==> src/rtl/cbtba_ram.sv <==
// ----------------------------------------------------------------------------
// cbtba_ram
// Single-port-write, single-port-read synchronous RAM with registered read.
// ----------------------------------------------------------------------------
module cbtba_ram #(
  parameter int WIDTH = 8,
  parameter int DEPTH = 16
) (
  input  logic                     clk,
  input  logic                     we,
  input  logic [$clog2(DEPTH)-1:0] waddr,
  input  logic [WIDTH-1:0]         wdata,
  input  logic [$clog2(DEPTH)-1:0] raddr,
  output logic [WIDTH-1:0]         rdata
);

  logic [WIDTH-1:0] mem [DEPTH];

  always_ff @(posedge clk) begin
    if (we) begin
      mem[waddr] <= wdata;
    end
    rdata <= mem[raddr];
  end

endmodule

==> config.mk <==
export PLATFORM = sky130hd
export DESIGN_NAME = cbtba_ram
export DESIGN_NICKNAME = d
export VERILOG_FILES = /design/src/rtl/cbtba_ram.sv
export SDC_FILE = /design/constraint.sdc
export NUM_CORES = 1
export LEC_CHECK = 0
export BUFFER_PORTS_ARGS = -buffer_cell sky130_fd_sc_hd__buf_2
export CAP_MARGIN = 10
export CORE_ASPECT_RATIO = 0.9
export CORE_UTILIZATION = 65
export CTS_BUF_LIST = sky130_fd_sc_hd__clkbuf_8 sky130_fd_sc_hd__clkbuf_16
export CTS_CLUSTER_SIZE = 8
export DETAILED_ROUTE_END_ITERATION = 12
export GPL_TIMING_DRIVEN = 1
export PLACE_DENSITY = 0.85
export RECOVER_POWER = 50
export SYNTH_ARGS = -nofsm -noshare
export SYNTH_HDL_FRONTEND = slang
export SYNTH_SLANG_ARGS = --single-unit
==> constraint.sdc <==
create_clock -name clk -period 5.8 [get_ports clk]
set_input_delay 1.16 -clock clk [delete_from_list [all_inputs] [get_ports clk]]
set_output_delay 1.16 -clock clk [all_outputs]
set_load 0.03 [all_outputs]
==> results_dict.tcl <==
set metrics [dict create \
    status "completed" \
    cts_hold_buf 0 \
    num_io_pins 26 \
    pre_cts_ws_ns 2.63 \
    ys_warn_count 0 \
    ys_seq_area_share_pct 77.8 \
    numCtsBuffers 17 \
    dp_cells 344 \
    yosysTopAreaCellShare_pct 74.7 \
    cts-root-buf "clkbuf_8" \
    max_slew_margin_pct 30.1 \
    cp.required_ns 6.19 \
    finalPower_uw 2320 \
    start_kind "input port" \
    yosysTopAreaCell "edfxtp_1" \
    place_congestion 0.741 \
    cts_tree "built" \
    die_w_um 95.8 \
    finalCritPeriodShare_pct 45.6 \
    row_count 30 \
    final_antenna_net_count 0 \
    dieArea_mm2 0.00828 \
    h-tree-depth 4 \
    synthToLayoutAreaGrowth_pct 15.3 \
    final_nets 285 \
    cts_resized 0 \
    grt_max_degree 33 \
    coreArea_mm2 0.00762 \
    cts_sinks 136 \
    postSynthCellCount 229 \
    clock_latency_ns 0.52 \
    drc_errors 0 \
    fin_util_pct 77.9 \
    grt_pass1_vias 2568 \
    slew_viol_final 0 \
    ir_worst_vdd_mv 0.435 \
    worstPathArrival_ns 3.03 \
    clock_skew_ns 0.00608 \
    finalSetupViolations 0 \
    portBuffers 25 \
    fill_cells 372 \
    slowest_stage "buf_2" \
    first_pass_iters 5 \
    grt_use_total_pct 27.0 \
    drive_above_1_share_pct 23.6 \
    ys_ff_latch 136 \
    wirelength_um 9690 \
    antenna_found_initial 0 \
    tns_ns 0 \
    syn_nets 247 \
    critical_path_class "in -> reg" \
    p_leak_uw 0.00198 \
    grt.overflow.total 0 \
    worstPathMaxFanout 32 \
    path_clk_slew_ns 0.06 \
    maxCapViolCount 0 \
    fmax_mhz 378 \
    hp-class "reg -> reg" \
    crit_path_max_incr_delay_ns 0.78 \
    synth_area_mm2 0.00515 \
    dr_total_vias 2473 \
    worstRegToRegCells 3 \
    endpoint_kind "flip-flop" \
    fin_cells 376 \
    fin_ws_ns 3.16 \
    cts_buffer_depth 2 \
    wl_per_cell_um 25.8 \
    crit_chain "buf_2 -> mux4_1 -> a22oi_1 -> nand2_1" \
    hpwl_um 5750 \
    rsz0062_at_grt "no" \
    cts_setup_buffers 0 \
    start_util_pct 67.6 \
    postSynthAreaPerCell_um2 22.5 \
    diodes 0 \
    synth_cell_types 19 \
    synth.area.top_cells "edfxtp_1 (75%), mux4_2 (7.9%), mux4_1 (7.1%)" \
    die_y_um 86.4 \
    worstMarginPinSlew_ns 1.05 \
    finalHoldViolCount 0 \
    grt_pass1_wl_um 14600 \
    p_per_area_mw_per_mm2 390 \
    first_iter_violations 196 \
    detail_route.vias_per_cell 6.58 \
    holdPathStages 3 \
    fin_crit_ns 2.64 \
]
-- cells in the mapped netlist (all sizes together) --
cell type / instances
nand3b: 2
clkdlybuf4s25: 3
nor2: 13
nand2: 9
buf: 7
nand3: 1
mux4: 32
nand2b: 2
edfxtp: 128
and2: 1
or3b: 1
and2b: 1
dfxtp: 8
nor2b: 1
a22oi: 16
nor3: 4
-- worst max-delay path: cells and delay by family --
| family | cells | cell delay [ns] |
|---|---|---|
| muxes | 1 | 0.67 |
| and+or+nand+nor | 1 | 0.11 |
| AOI/OAI and AO/OA | 1 | 0.29 |
| buffers and inverters | 1 | 0.78 |
-- state kept, by name, summed over array words and instances, names as in the netlist --
signal and flops:
mem 128, rdata 8
-- area by class of cell --
type	instances	area, µm²	share of cell area (%)
Clock buffer	19	442	7.44
Clock inverter	13	180	3.03
Multi-Input combinational cell	83	1060	17.8
Sequential cell	136	4000	67.4
Tap cell	96	120	2.02
Timing Repair Buffer	29	134	2.26
-- routing by layer --
layer	track usage [%]	vias to the layer above	share of wire, %
li1	-	1054	-
met2	42.5	127	51
met5	0	-	0
met4	12.3	0	1.9
met1	36.1	1274	39
met3	7.11	18	7.9
-- through the flow --
step | area [µm²] | hold WS [ns]
after floorplan | 5150 | 0.629
after global placement | 5330 | 0.653
after detailed placement | 5330 | 0.657
after CTS | 5960 | 0.677
after global routing | 5940 | 0.700
final | 5940 | 0.672
-- cells by family after synthesis --
logic type	after synthesis	synth area share (%)
buffers and inverters	10	1.68
AOI/OAI and AO/OA	16	2.33
and+or+nand+nor	35	3.18
DFF	136	77.8
muxes	32	15.0
-- where the power goes --
part           switching (µW)  internal (µW)
Clock                     386            718
Sequential               8.08           1100
Combinational            67.6           38.4
Total                     461           1860
-- cells in the final DEF (no fill, tap or decap) --
| cell type | synthesis | routed |
|---|---|---|
| nor2b_1 | 1 | 1 |
| mux4_1 | 14 | 14 |
| and2_1 | 1 | 1 |
| a22oi_1 | 16 | 16 |
| nor2_1 | 13 | 13 |
| or3b_2 | 1 | 1 |
| edfxtp_1 | 128 | 128 |
| clkbuf_8 | 0 | 3 |
| dfxtp_1 | 8 | 8 |
| buf_4 | 1 | 1 |
| mux4_2 | 18 | 18 |
| buf_2 | 3 | 17 |
| nand3b_1 | 2 | 2 |
| nand2b_1 | 2 | 2 |
| clkinvlp_4 | 0 | 3 |
| and2b_1 | 1 | 1 |
| clkinv_4 | 0 | 3 |
| bufinv_16 | 0 | 4 |
| clkbuf_1 | 0 | 11 |
| nand2_1 | 9 | 9 |
| nand3_1 | 1 | 1 |
| clkinv_1 | 0 | 1 |
| clkbuf_16 | 0 | 16 |
| inv_1 | 0 | 2 |
| nor3_1 | 4 | 4 |
-- final timing paths --
check | slack, ns | endpoint | startpoint
worst min-delay path | 0.67 | rdata[1]$_DFF_P_ | mem[11][1]$_DFFE_PP_
worst min register to register | 0.67 | rdata[1]$_DFF_P_ | mem[11][1]$_DFFE_PP_
worst max-delay path | 3.16 | rdata[4]$_DFF_P_ | raddr[0]
worst max register to register | 4.38 | rdata[4]$_DFF_P_ | mem[9][4]$_DFFE_PP_
(Power assumes the default switching activity.)
