<file path="src/rtl/cbtba_pkg.sv">
// ----------------------------------------------------------------------------
// cbtba_pkg
// Shared types, constants and widths for the CAN byte time-bucket averager.
// ----------------------------------------------------------------------------
package cbtba_pkg;

  localparam int NUM_IDS_DEF       = 16;
  localparam int FRAMES_PER_ID_DEF = 64;
  localparam int MAX_BUCKETS_DEF   = 64;

  localparam int TS_W   = 48;
  localparam int ID_W   = 29;
  localparam int BYTE_N = 8;

  typedef enum logic [1:0] {
    CMD_ADD   = 2'd0,
    CMD_CLEAR = 2'd1,
    CMD_QUERY = 2'd2,
    CMD_NOP   = 2'd3
  } cmd_t;

  typedef enum logic [1:0] {
    REG_MAX_FRAMES = 2'd0,
    REG_WINDOW     = 2'd1,
    REG_BUCKETS    = 2'd2,
    REG_NONE       = 2'd3
  } reg_idx_t;

  typedef enum logic [3:0] {
    ST_IDLE,
    ST_LOOKUP,
    ST_ADD_WR,
    ST_Q_DIV,
    ST_Q_ZERO,
    ST_Q_RD,
    ST_Q_FRAME,
    ST_Q_ACC,
    ST_Q_EMIT_RD,
    ST_Q_EMIT_DIV,
    ST_Q_EMIT_OUT
  } state_t;

  typedef struct packed {
    logic [1:0]  cmd;
    logic [28:0] can_id;
    logic [3:0]  dlc;
    logic [63:0] payload;
    logic [47:0] timestamp_us;
  } in_word_t;

  typedef struct packed {
    logic [5:0]  bucket_index;
    logic        has_data;
    logic [6:0]  frame_count;
    logic        last;
    logic [15:0] avg_byte_0;
    logic [15:0] avg_byte_1;
    logic [15:0] avg_byte_2;
    logic [15:0] avg_byte_3;
    logic [15:0] avg_byte_4;
    logic [15:0] avg_byte_5;
    logic [15:0] avg_byte_6;
    logic [15:0] avg_byte_7;
  } out_word_t;

  typedef struct packed {
    logic        start;
    logic [63:0] num;
    logic [47:0] den;
  } div_req_t;

endpackage

</file>
<file path="src/rtl/cbtba_div.sv">
// ----------------------------------------------------------------------------
// cbtba_div
// Radix-2 restoring divider, one quotient bit per cycle, 64-bit dividend.
// ----------------------------------------------------------------------------
module cbtba_div
  import cbtba_pkg::*;
(
  input  logic        clk,
  input  logic        rst,
  input  div_req_t    req,
  output logic        busy,
  output logic [63:0] quo
);

  logic [63:0] num;
  logic [47:0] den;
  logic [48:0] rem;
  logic [6:0]  cnt;
  logic [48:0] trial;
  logic [48:0] shifted;

  assign shifted = {rem[47:0], num[63]};
  assign trial   = shifted - {1'b0, den};

  always_ff @(posedge clk) begin
    if (rst) begin
      busy <= 1'b0;
      cnt  <= '0;
    end else if (req.start) begin
      busy <= 1'b1;
      cnt  <= 7'd64;
      num  <= req.num;
      den  <= req.den;
      rem  <= '0;
      quo  <= '0;
    end else if (busy) begin
      num <= {num[62:0], 1'b0};
      if (!trial[48]) begin
        rem <= trial;
        quo <= {quo[62:0], 1'b1};
      end else begin
        rem <= shifted;
        quo <= {quo[62:0], 1'b0};
      end
      cnt <= cnt - 7'd1;
      if (cnt == 7'd1) begin
        busy <= 1'b0;
      end
    end
  end

endmodule

</file>
<file path="config.mk">
export PLATFORM = sky130hd
export DESIGN_NAME = cbtba_div
export DESIGN_NICKNAME = d
export VERILOG_FILES = /design/src/rtl/cbtba_pkg.sv /design/src/rtl/cbtba_div.sv
export SDC_FILE = /design/constraint.sdc
export NUM_CORES = 1
export LEC_CHECK = 0
export ABC_AREA = 1
export BUFFER_PORTS_ARGS = -buffer_cell sky130_fd_sc_hd__clkbuf_2
export CAP_MARGIN = 25
export CORE_AREA = 8 8 162 164
export CTS_CLUSTER_DIAMETER = 200
export DETAILED_ROUTE_END_ITERATION = 6
export DIE_AREA = 0 0 170 172
export PLACE_DENSITY = 0.81
export RECOVER_POWER = 50
export SYNTH_ARGS = -nofsm -noshare
export SYNTH_HDL_FRONTEND = slang
export SYNTH_SLANG_ARGS = --single-unit
</file>
<file path="constraint.sdc">
create_clock -name clk -period 17.7 [get_ports clk]
set_clock_uncertainty 0.2 [all_clocks]
set_input_delay 0.885 -clock clk [delete_from_list [all_inputs] [get_ports clk]]
set_output_delay 0.885 -clock clk [all_outputs]
set_load 0.02 [all_outputs]
</file>
==> flow_results.xml <==
<?xml version="1.0" encoding="UTF-8"?>
<metrics>
  <group name="run_status">
    <metric name="outcome" unit="">finished, violations left</metric>
    <metric name="violated_checks" unit="">max-capacitance violations, max-slew violations</metric>
  </group>
  <group name="sta">
    <metric name="achievable-frequency" unit="MHz">151</metric>
    <metric name="max_slew_violation_count" unit="">264</metric>
    <metric name="max_slew.worst_pin.slew" unit="ps">3410</metric>
    <metric name="final_min_period_over_clock_period" unit="">0.375</metric>
    <metric name="final_period_minus_worst_setup_slack" unit="ps">6640</metric>
    <metric name="fin_tns_setup" unit="ps">0</metric>
    <metric name="setup_slack" unit="ps">11060</metric>
    <metric name="setup_viol_count_final" unit="">0</metric>
    <metric name="count_of_endpoints_failing_hold_in_the_final_timing_report" unit="">0</metric>
    <metric name="rsz0062_at_grt" unit="">no</metric>
    <metric name="slew-limit-headroom" unit="">-1.28</metric>
  </group>
  <group name="global_route">
    <metric name="gr-total-overflow" unit="">0</metric>
    <metric name="maximum_number_of_pins_on_one_net_before_global_route_repair" unit="">84</metric>
    <metric name="track_usage" unit="">0.229</metric>
    <metric name="grt_antenna_before_repair" unit="">0</metric>
    <metric name="first_pass_grt_wire_length" unit="mm">54.0</metric>
    <metric name="grt_pass1_vias" unit="">11463</metric>
  </group>
  <group name="worst_hold_path">
    <metric name="startpoint_of_the_lowest_slack_hold_path" unit="">cnt[1]</metric>
    <metric name="hold_path_depth" unit="">2</metric>
    <metric name="timing.hold.worst.class" unit="">reg -&gt; reg</metric>
  </group>
  <group name="final_layout">
    <metric name="fillers" unit="">2104</metric>
    <metric name="drive_above_1_share" unit="">0.0904</metric>
    <metric name="antenna_cells_inserted" unit="">0</metric>
    <metric name="layout.cells.most_common" unit="">nand2_1</metric>
    <metric name="nets_final" unit="">2173</metric>
    <metric name="layout_common_cells" unit="">nand2_1, inv_1, nor2_1</metric>
    <metric name="syn_to_final_growth" unit="%">13.6</metric>
  </group>
  <group name="die">
    <metric name="rows" unit="">57</metric>
    <metric name="die_height" unit="um">172</metric>
    <metric name="core_area" unit="um2">23800</metric>
    <metric name="floorplan.initialDensity" unit="">0.580</metric>
    <metric name="num_io_pins" unit="">180</metric>
    <metric name="die_area" unit="um2">29200</metric>
    <metric name="die_x" unit="um">170</metric>
  </group>
  <group name="pwr">
    <metric name="design_power_total" unit="mW">1.68</metric>
    <metric name="power.share.switching" unit="">0.327</metric>
    <metric name="p_seq_frac" unit="">0.416</metric>
    <metric name="power_leakage" unit="nW">8.16</metric>
    <metric name="pwr-share-clk" unit="">0.310</metric>
    <metric name="power_density_cells" unit="nW/um2">107</metric>
    <metric name="max-vdd-ir-drop" unit="V">0.0000725</metric>
    <metric name="power.net_switching" unit="uW">549</metric>
    <metric name="cell_internal_pwr" unit="mW">1.13</metric>
    <metric name="comb_power_share" unit="">0.274</metric>
  </group>
  <group name="logic_synthesis">
    <metric name="ys_seq_area_frac" unit="">0.499</metric>
    <metric name="syn_inst" unit="">1830</metric>
    <metric name="postSynthRegisterBits" unit="">232</metric>
    <metric name="netlist_area" unit="um2">13800</metric>
    <metric name="synthesis.yosys.warnings" unit="">0</metric>
    <metric name="mappedNetlistNets" unit="">1996</metric>
    <metric name="ys_types" unit="">32</metric>
    <metric name="synth_area_per_cell" unit="um2">7.54</metric>
  </group>
  <group name="clock_network">
    <metric name="clk-insertion-delay-late" unit="ps">520</metric>
    <metric name="cts-root-buf" unit="">clkbuf_16</metric>
    <metric name="ctsHoldBuffers" unit="">0</metric>
    <metric name="cts_max_path_buffers" unit="">3</metric>
    <metric name="cts_buffers" unit="">25</metric>
    <metric name="cts_resized" unit="">0</metric>
    <metric name="post_cts_buffers" unit="">0</metric>
    <metric name="clk_pin_slew_worst_paths" unit="ps">60</metric>
    <metric name="cts_htree_levels" unit="">1</metric>
    <metric name="tritoncts" unit="">done</metric>
    <metric name="cts.sinks" unit="">232</metric>
  </group>
  <group name="critical_path">
    <metric name="setup.worst_path.start_class" unit="">input port</metric>
    <metric name="critical_path_required" unit="ps">17570</metric>
    <metric name="r2r-start" unit="">num[63]</metric>
    <metric name="arrival" unit="ps">6510</metric>
    <metric name="timing.critical_path.fanout_max" unit="">48</metric>
    <metric name="worstSetupEndpointType" unit="">register</metric>
    <metric name="worstSetupPathType" unit="">in -&gt; reg</metric>
    <metric name="rr_worst_depth" unit="">16</metric>
    <metric name="timing.critical_path.from" unit="">req[112]</metric>
  </group>
  <group name="drt">
    <metric name="routedWlPerCell" unit="um">14.2</metric>
    <metric name="viasPerCell" unit="">4.87</metric>
    <metric name="detailedRoute.firstIterationViolations" unit="">875</metric>
    <metric name="drt_wl_total" unit="mm">33.3</metric>
    <metric name="ant_nets" unit="">0</metric>
    <metric name="drt_pre_antenna_iters" unit="">5</metric>
    <metric name="detail_route.drc_violations" unit="">0</metric>
    <metric name="routed-via-count" unit="">11443</metric>
  </group>
  <group name="placed_design">
    <metric name="post-dp-hpwl" unit="mm">25.0</metric>
    <metric name="gpl.final_weighted_congestion" unit="">0.929</metric>
    <metric name="placement.setup.worst_slack" unit="ps">13400</metric>
    <metric name="port-buffer-count" unit="">179</metric>
  </group>
  <group name="flow_run">
    <metric name="maxCapViolCount" unit="">5</metric>
  </group>
</metrics>
-- worst max-delay path, stage by stage --
cell and delay [ps]:
clkbuf_1 1330, clkinvlp_2 1900, nor2_4 360, clkbuf_1 1990
-- flip-flops by register name (all words and copies together), names as in the netlist --
| name | count |
|---|---|
| rem | 48 |
| quo | 64 |
| cnt | 7 |
| num | 64 |
| busy | 1 |
| den | 48 |
-- power groups by stage --
stage          Clock [mW]  Sequential (mW)  Combinational [mW]
4_1_cts             0.528            0.698               0.460
6_report            0.519            0.698               0.460
2_1_floorplan           0            0.734               0.332
3_3_place_gp            0            0.706               0.447
3_5_place_dp            0            0.708               0.456
5_1_grt             0.549            0.704               0.523
-- per-stage QoR --
step	std cells	utilization	area [um2]	hold slack, ps
after CTS	2349	0.663	15800	311
after detailed placement	2304	0.629	15000	300
after floorplan	1830	-	13800	271
after global placement	2304	0.629	15000	286
final	2349	0.659	15700	308
after global routing	2349	0.659	15700	313
-- path summary, 6_finish.rpt --
kind | to | slack [ps]
max | den[26] | 11060
min | cnt[1] | 310
max reg2reg | rem[13] | 14450
min reg2reg | cnt[1] | 310
-- layout make-up --
class / instances / area [um2] / area share
flip-flops and latches: 232 / 6890 / 0.439
multi-input cells: 1168 / 5260 / 0.335
inverters: 395 / 1480 / 0.0946
repair buffers: 185 / 846 / 0.0539
clock buffers: 31 / 658 / 0.0420
well taps: 324 / 405 / 0.0258
clock inverters: 14 / 151 / 0.00965
-- per-layer routing --
layer	vias up	GRT usage	part of all wire
met2	379	0.396	0.47
met1	5145	0.286	0.42
li1	5861	-	-
met5	-	0	0
met3	58	0.0548	0.086
met4	0	0.0530	0.022
-- cell families (layout without fill, tap and decap cells) --
family,Yosys count,after routing,synth area share
buffers and inverters,430,625,0.122
AO/OA/AOI/OAI,39,39,0.0146
flip-flops,232,232,0.499
XOR/XNOR,32,32,0.0203
adder cells (fa/ha/maj),51,51,0.0468
AND/OR/NAND/NOR,1046,1046,0.298
-- synthesized netlist by cell type (all sizes together) --
library cell / instances / area share
xnor2: 4 / 0.0025
o22ai: 1 / 0.00045
nor3b: 1 / 0.00054
nand2: 719 / 0.20
clkinv: 1 / 0.00027
a211oi: 1 / 0.00054
clkbuf: 19 / 0.0052
inv: 394 / 0.11
ha: 50 / 0.045
a21oi: 32 / 0.012
o21bai: 1 / 0.00054
nand3b: 1 / 0.00054
and2: 1 / 0.00045
o21ai: 4 / 0.0014
nor3: 7 / 0.0025
edfxtp: 224 / 0.49
xor2: 28 / 0.018
buf: 16 / 0.0094
nor2: 260 / 0.073
fa: 1 / 0.0014
nand3: 42 / 0.016
dfxtp: 8 / 0.012
nor4: 5 / 0.0023
nand4: 10 / 0.0050
(Power assumes the default switching activity.)
